**config.mk**
```make
export PLATFORM = sky130hd
export DESIGN_NAME = poly_voice_allocator
export DESIGN_NICKNAME = d
export VERILOG_FILES = /design/src/pva_pkg.sv /design/src/pva_pick.sv /design/src/poly_voice_allocator.sv
export SDC_FILE = /design/constraint.sdc
export NUM_CORES = 1
export LEC_CHECK = 0
export BUFFER_PORTS_ARGS = -buffer_cell sky130_fd_sc_hd__buf_4
export CAP_MARGIN = 20
export CORE_MARGIN = 5
export CORE_UTILIZATION = 59
export CTS_CLUSTER_DIAMETER = 100
export DETAILED_ROUTE_END_ITERATION = 8
export PLACE_DENSITY_LB_ADDON = 0.1
export SLEW_MARGIN = 20
export SYNTH_ARGS = -nofsm -noshare
export SYNTH_HDL_FRONTEND = slang
export SYNTH_SLANG_ARGS = --single-unit
```
**constraint.sdc**
```tcl
create_clock -name aclk -period 5.6 [get_ports aclk]
set_input_delay 1.12 -clock aclk [delete_from_list [all_inputs] [get_ports aclk]]
set_output_delay 1.12 -clock aclk [all_outputs]
set_load 0.005 [all_outputs]
```
**src/pva_pkg.sv**
```systemverilog
// pva_pkg: shared types and constants of the polyphonic voice allocator
// no dependencies; imported by pva_pick, poly_voice_allocator and the test bench
`default_nettype none

package pva_pkg;

    localparam int NOTE_W  = 7;
    localparam int MASK_W  = 5;
    localparam int VOICE_W = 3;
    localparam int COUNT_W = 3;

    typedef logic [NOTE_W-1:0]  note_t;
    typedef logic [MASK_W-1:0]  mask_t;
    typedef logic [VOICE_W-1:0] voice_t;
    typedef logic [COUNT_W-1:0] count_t;

    // event kind codes
    localparam logic KIND_NOTE_ON  = 1'b0;
    localparam logic KIND_NOTE_OFF = 1'b1;

    // voices at or above this index are never enabled
    localparam int MAX_ENABLED = 5;

endpackage

`default_nettype wire

```
**src/pva_pick.sv**
```systemverilog
// pva_pick: voice choice for one note event (match, free, then oldest)
// depends on pva_pkg
`default_nettype none

module pva_pick #(
    parameter int VOICE_COUNT = 5
) (
    input  pva_pkg::note_t          note,
    input  logic [VOICE_COUNT-1:0]  en,
    input  logic [VOICE_COUNT-1:0]  busy,
    input  pva_pkg::note_t          voice_note [VOICE_COUNT],
    input  logic [VOICE_COUNT-1:0]  older [VOICE_COUNT],
    output logic [VOICE_COUNT-1:0]  sel,
    output logic                    found,
    output logic [VOICE_COUNT-1:0]  hit
);
    import pva_pkg::*;

    logic [VOICE_COUNT-1:0] match;
    logic [VOICE_COUNT-1:0] free;
    logic [VOICE_COUNT-1:0] cand;
    logic [VOICE_COUNT-1:0] pool;

    // busy voices holding this note, enabled or not
    always_comb begin
        for (int v = 0; v < VOICE_COUNT; v++) begin
            hit[v] = busy[v] && (voice_note[v] == note);
        end
    end

    assign match = hit & en;
    assign free  = en & ~busy;

    // oldest enabled voice: no other enabled voice is older
    always_comb begin
        for (int i = 0; i < VOICE_COUNT; i++) begin
            cand[i] = en[i];
            for (int j = 0; j < VOICE_COUNT; j++) begin
                if (j != i && en[j] && older[j][i]) begin
                    cand[i] = 1'b0;
                end
            end
        end
    end

    always_comb begin
        if (match != '0) begin
            pool = match;
        end else if (free != '0) begin
            pool = free;
        end else begin
            pool = cand;
        end
    end

    // lowest set bit
    assign sel   = pool & (~pool + VOICE_COUNT'(1));
    assign found = (en != '0);

endmodule

`default_nettype wire

```
**src/poly_voice_allocator.sv**
```systemverilog
// poly_voice_allocator: assigns note events to voices, steals the oldest
// each request passes the input register, then the result register; either can hold it while m_ready is low
// throughput: one request per cycle, input stalls only while a full result slot waits on m_ready
// reset: every voice free, enable mask all ones, both pipeline registers empty
// voice age is kept as a pairwise older-than matrix instead of wide start stamps
// depends on pva_pkg and pva_pick
`default_nettype none

module poly_voice_allocator #(
    parameter int VOICE_COUNT = 5
) (
    input  logic                     aclk,
    input  logic                     aresetn,
    // note request channel
    input  logic                     s_valid,
    output logic                     s_ready,
    input  logic                     s_kind,
    input  pva_pkg::note_t           s_note,
    // result channel
    output logic                     m_valid,
    input  logic                     m_ready,
    output pva_pkg::voice_t          m_voice,
    output logic                     m_assigned,
    output pva_pkg::mask_t           m_released_mask,
    output pva_pkg::mask_t           m_key_mask,
    output pva_pkg::count_t          m_active_count,
    // enable mask write channel
    input  logic                     cfg_valid,
    output logic                     cfg_ready,
    input  pva_pkg::mask_t           cfg_data
);
    import pva_pkg::*;

    localparam int IDX_W  = (VOICE_COUNT > 1) ? $clog2(VOICE_COUNT) : 1;
    localparam int IDXE_W = (IDX_W > VOICE_W) ? IDX_W : VOICE_W;
    localparam int EXT_W  = (VOICE_COUNT > MASK_W) ? VOICE_COUNT : MASK_W;

    // input stage
    logic                   q_valid_reg;
    logic                   q_valid_next;
    logic                   q_kind_reg;
    note_t                  q_note_reg;

    // voice state
    mask_t                  mask_reg;
    logic [VOICE_COUNT-1:0] busy_reg;
    logic [VOICE_COUNT-1:0] busy_next;
    note_t                  vnote_reg [VOICE_COUNT];
    // older_reg[j][i] set: voice j took its note before voice i
    logic [VOICE_COUNT-1:0] older_reg [VOICE_COUNT];

    // result stage
    logic                   m_valid_reg;
    logic                   m_valid_next;
    voice_t                 m_voice_reg;
    logic                   m_assigned_reg;
    mask_t                  m_released_reg;
    mask_t                  m_key_reg;
    count_t                 m_count_reg;

    logic                   s_fire;
    logic                   advance;
    logic                   cfg_fire;
    logic                   is_on;
    logic                   do_assign;

    logic [EXT_W-1:0]       mask_ext;
    logic [VOICE_COUNT-1:0] en;
    logic [VOICE_COUNT-1:0] sel;
    logic                   found;
    logic [VOICE_COUNT-1:0] hit;
    logic [VOICE_COUNT-1:0] released;
    logic [IDX_W-1:0]       sel_idx;
    logic [IDXE_W-1:0]      sel_idx_ext;
    logic [EXT_W-1:0]       busy_ext;
    logic [EXT_W-1:0]       released_ext;
    count_t                 active_cnt;

    // handshakes: the input stage moves on whenever the result slot is free or leaving
    assign advance   = q_valid_reg && (!m_valid_reg || m_ready);
    assign s_ready   = !q_valid_reg || advance;
    assign s_fire    = s_valid && s_ready;
    assign cfg_ready = 1'b1;
    assign cfg_fire  = cfg_valid && cfg_ready;

    // only voices below index five can ever be enabled
    assign mask_ext = EXT_W'(mask_reg);
    assign en       = mask_ext[VOICE_COUNT-1:0];

    pva_pick #(
        .VOICE_COUNT (VOICE_COUNT)
    ) u_pick (
        .note       (q_note_reg),
        .en         (en),
        .busy       (busy_reg),
        .voice_note (vnote_reg),
        .older      (older_reg),
        .sel        (sel),
        .found      (found),
        .hit        (hit)
    );

    assign is_on     = (q_kind_reg == KIND_NOTE_ON);
    assign do_assign = advance && is_on && found;
    assign released  = (advance && !is_on) ? hit : '0;

    // one-hot choice to index
    always_comb begin
        sel_idx = '0;
        for (int v = 0; v < VOICE_COUNT; v++) begin
            if (sel[v]) begin
                sel_idx = sel_idx | IDX_W'(v);
            end
        end
    end
    assign sel_idx_ext = IDXE_W'(sel_idx);

    // busy (and with it the key-on bits) after this event
    always_comb begin
        busy_next = busy_reg;
        if (do_assign) begin
            busy_next = busy_reg | sel;
        end else if (advance && !is_on) begin
            busy_next = busy_reg & ~hit;
        end
    end

    // enabled voices holding a note, at most five
    always_comb begin
        active_cnt = '0;
        for (int v = 0; v < VOICE_COUNT; v++) begin
            active_cnt = active_cnt + count_t'(busy_next[v] && en[v]);
        end
    end

    assign busy_ext     = EXT_W'(busy_next);
    assign released_ext = EXT_W'(released);

    assign q_valid_next = s_fire ? 1'b1 : (advance ? 1'b0 : q_valid_reg);
    assign m_valid_next = advance ? 1'b1 : ((m_valid_reg && m_ready) ? 1'b0 : m_valid_reg);

    // control state
    always_ff @(posedge aclk) begin
        if (!aresetn) begin
            q_valid_reg <= 1'b0;
            m_valid_reg <= 1'b0;
            mask_reg    <= '1;
            busy_reg    <= '0;
        end else begin
            q_valid_reg <= q_valid_next;
            m_valid_reg <= m_valid_next;
            if (cfg_fire) begin
                // a new mask frees every voice; the same mask leaves all as is
                if (cfg_data != mask_reg) begin
                    busy_reg <= '0;
                end
                mask_reg <= cfg_data;
            end else begin
                busy_reg <= busy_next;
            end
        end
    end

    // input payload
    always_ff @(posedge aclk) begin
        if (s_fire) begin
            q_kind_reg <= s_kind;
            q_note_reg <= s_note;
        end
    end

    // voice notes and age order, only meaningful while a voice is busy
    always_ff @(posedge aclk) begin
        if (do_assign) begin
            for (int c = 0; c < VOICE_COUNT; c++) begin
                if (sel[c]) begin
                    vnote_reg[c] <= q_note_reg;
                    older_reg[c] <= '0;
                end else begin
                    older_reg[c] <= older_reg[c] | sel;
                end
            end
        end
    end

    // result payload
    always_ff @(posedge aclk) begin
        if (advance) begin
            m_voice_reg    <= do_assign ? sel_idx_ext[VOICE_W-1:0] : '0;
            m_assigned_reg <= is_on && found;
            m_released_reg <= released_ext[MASK_W-1:0];
            m_key_reg      <= busy_ext[MASK_W-1:0];
            m_count_reg    <= active_cnt;
        end
    end

    assign m_valid         = m_valid_reg;
    assign m_voice         = m_voice_reg;
    assign m_assigned      = m_assigned_reg;
    assign m_released_mask = m_released_reg;
    assign m_key_mask      = m_key_reg;
    assign m_active_count  = m_count_reg;

endmodule

`default_nettype wire

```
==> metrics.cfg <==
[outcome]
status = finished, final reports clean

[timing]
fin_crit_sh_pct = 76.7
fin_crit_ns = 4.30
maxSlewHeadroom_pct = 45.3
finalSetupViolations = 0
finalSetupTns_ns = 0
drv_slew = 0
worst_pin_slew_ns = 0.821
rsz0062_at_grt = false
clock_skew_ns = 0.0117
finalHoldViolCount = 0
fmax_mhz = 233

[routing]
wl_per_cell_um = 18.5
firstDrtPassIters = 5
wl_um = 8950
vias_per_cell = 5.79
via_count = 2803
drt-initial-drc-count = 251
antenna_left = 0
drc = 0

[floorplanning]
die_h_um = 96.7
rows = 31
core_area_um2 = 7290
dieArea_um2 = 9350
dieWidth_um = 96.7
start_util_pct = 60.8
ios = 38

[global_route]
grt_max_degree = 22
first_global_vias = 2768
grt-ovfl-total = 0
grt_pass1_wl_um = 14800
antenna_found_initial = 0
grt_usage_pct = 19.8

[pwr]
intPower_uw = 981
comb_power_share_pct = 7.2
p_per_area_nw_per_um2 = 266
clockPowerShare_pct = 32.7
p_leak_nw = 1.83
ir_drop_uv = 178
p_sw_uw = 330
share_seq_of_total_power_pct = 60.1
p_sw_share_pct = 25.2

[flow_run]
maxCapViolations = 0

[clocking]
cts_resized = 0
cts_made_buffers = 9
clock_path_buffers = 2
cts_tree = done
insertion_delay_ns = 0.36
cts_root_buffer = clkbuf_8
clkTransAtPathRegs_ns = 0.10
cts_sinks = 92
ctsHoldBuffers = 0
cts_setup_buffers = 0
htreeDepth = 3

[yosys]
yosysMostFrequentCell = edfxtp_1
synth_edf_count = 80
netlist_instances = 345
synth_seq_area_share_pct = 59.6
yosysWarnings = 0
synthDistinctLibCells = 64
avgSynthCellArea_um2 = 12.8
async_flop_share_pct = 0
ys_ff_latch = 92
synth_area_leaders = edfxtp_1 (54%), dfxtp_1 (5.4%), xnor2_1 (5.1%), xor2_1 (3.0%), nand2_1 (2.8%)
yosys.area.top_type_share_pct = 54.2
yosysTopAreaCell = edfxtp_1
synth_nets = 366
synth_area_um2 = 4430
ys.flop_type = edfxtp_1
synthTopCellsByCount = edfxtp_1 (80), nand2_1 (33), xnor2_1 (26)

[finish]
largest_reg_flops = 35
finalNetCount = 401
drive_gt1_share_pct = 20.3
area_growth_syn_to_layout_pct = 11.2
utilization_pct = 67.6
antennaDiodeCount = 0

[place]
routabilityCongestion = 0.926
numPortBuffers = 36
place_hpwl_um = 6360

[worst_setup_path]
cp_top_family = simple AND/OR/NAND/NOR gates
cp_max_fo = 10
required_ns = 5.71
cpMostUsedCell = fa_1
endpoint_kind = register
cpMaxStageDelayCell = nor4b_4
worst_ep_arrival_time_ns = 4.41
cp_cell_sequence = xnor2_1 > nand4_1 > or4_4 > o2111ai_2 > nor4b_4 > or2_1 > nand2_1 > fa_1 > inv_1 > fa_1 > ha_1
cp_num_buf_inv = 1
crit_type = reg2reg
critPathLaunchType = register
critPathMaxStageDelay_ns = 0.68

[worst_hold_path]
hold_class = reg2reg

-- power groups by stage --
stage / Combinational [mW] / Clock [mW] / Sequential [mW]
2_1_floorplan: 0.0760 / 0 / 0.787
3_3_place_gp: 0.0926 / 0 / 0.803
5_1_grt: 0.103 / 0.467 / 0.791
4_1_cts: 0.0943 / 0.436 / 0.788
3_5_place_dp: 0.0938 / 0 / 0.804
6_report: 0.0940 / 0.429 / 0.788
-- placed cells by master (no fill, tap or decap), types with 3 or more instances in the layout --
cell	count
edfxtp_1	80
xnor2_1	26
buf_4	39
mux2i_1	4
inv_1	17
dfxtp_1	12
or4_4	3
xor2_1	15
or3_1	3
nand2_1	33
and3_1	9
a21oi_1	10
nor2b_1	5
and2_1	6
a21boi_1	5
nand2b_1	6
clkbuf_8	9
a22oi_1	10
clkinv_4	4
a31oi_1	4
nor4_1	4
nor2_1	12
o21ai_0	4
nor3_1	5
o21a_1	5
inv_8	3
or4_1	3
nand4_1	6
-- routing by layer --
metal | global-route usage, % | wire length (um) | vias up
met5 | 0 | 0 | -
met4 | 4.97 | 80 | 0
met3 | 6.69 | 598 | 8
met2 | 31.1 | 4180 | 95
met1 | 26.7 | 4090 | 1367
li1 | - | - | 1333
-- worst reg2reg max path: stages (launching register included) --
cell	delay (ns)
edfxtp_1	0.60
xnor2_1	0.29
nand4_1	0.20
or4_4	0.59
o2111ai_2	0.18
nor4b_4	0.68
or2_1	0.21
nand2_1	0.07
fa_1	0.50
inv_1	0.05
fa_1	0.41
ha_1	0.27
-- metrics by stage --
step	setup WS (ns)	std cells	hold WS (ns)	cell area, um^2	total power [mW]
after global routing	1.00	484	0.566	4930	1.36
final	1.30	484	0.526	4930	1.31
after global placement	1.40	468	0.492	4730	0.896
after floorplan	0.758	345	0.462	4430	0.863
after detailed placement	1.29	468	0.509	4730	0.898
after CTS	1.29	484	0.521	4930	1.32
-- worst paths after layout --
kind                            start  cells after the start                     endpoint  slack, ns
max           q_note_reg[4]$_DFFE_PP_                     11  m_active_count[1]$_DFFE_PP_       1.30
min          busy_reg[3]$_SDFFE_PN0P_                      2     busy_reg[3]$_SDFFE_PN0P_       0.53
max reg2reg   q_note_reg[4]$_DFFE_PP_                     11  m_active_count[1]$_DFFE_PP_       1.30
min reg2reg  busy_reg[3]$_SDFFE_PN0P_                      2     busy_reg[3]$_SDFFE_PN0P_       0.53
-- logic make-up after synthesis --
logic type / count (synthesis) / synth area share (%)
and+or+nand+nor: 114 / 15.9
DFF: 92 / 59.6
AOI/OAI and AO/OA: 58 / 10.1
xor gates and xnor gates: 41 / 8.10
buffers and inverters: 32 / 4.04
muxes: 4 / 0.903
adders and majority gates: 3 / 1.19
other: 1 / 0.0846
-- cell type report --
class                           count  area, um^2
Timing Repair Buffer               39         293
Clock buffer                        9         124
Tap cell                           99         124
Multi-Input combinational cell    221        1610
Fill cell                         582        2370
Inverter                           17        63.8
Clock inverter                      7        68.8
Sequential cell                    92        2640
Power figures use the tool's default switching activity.
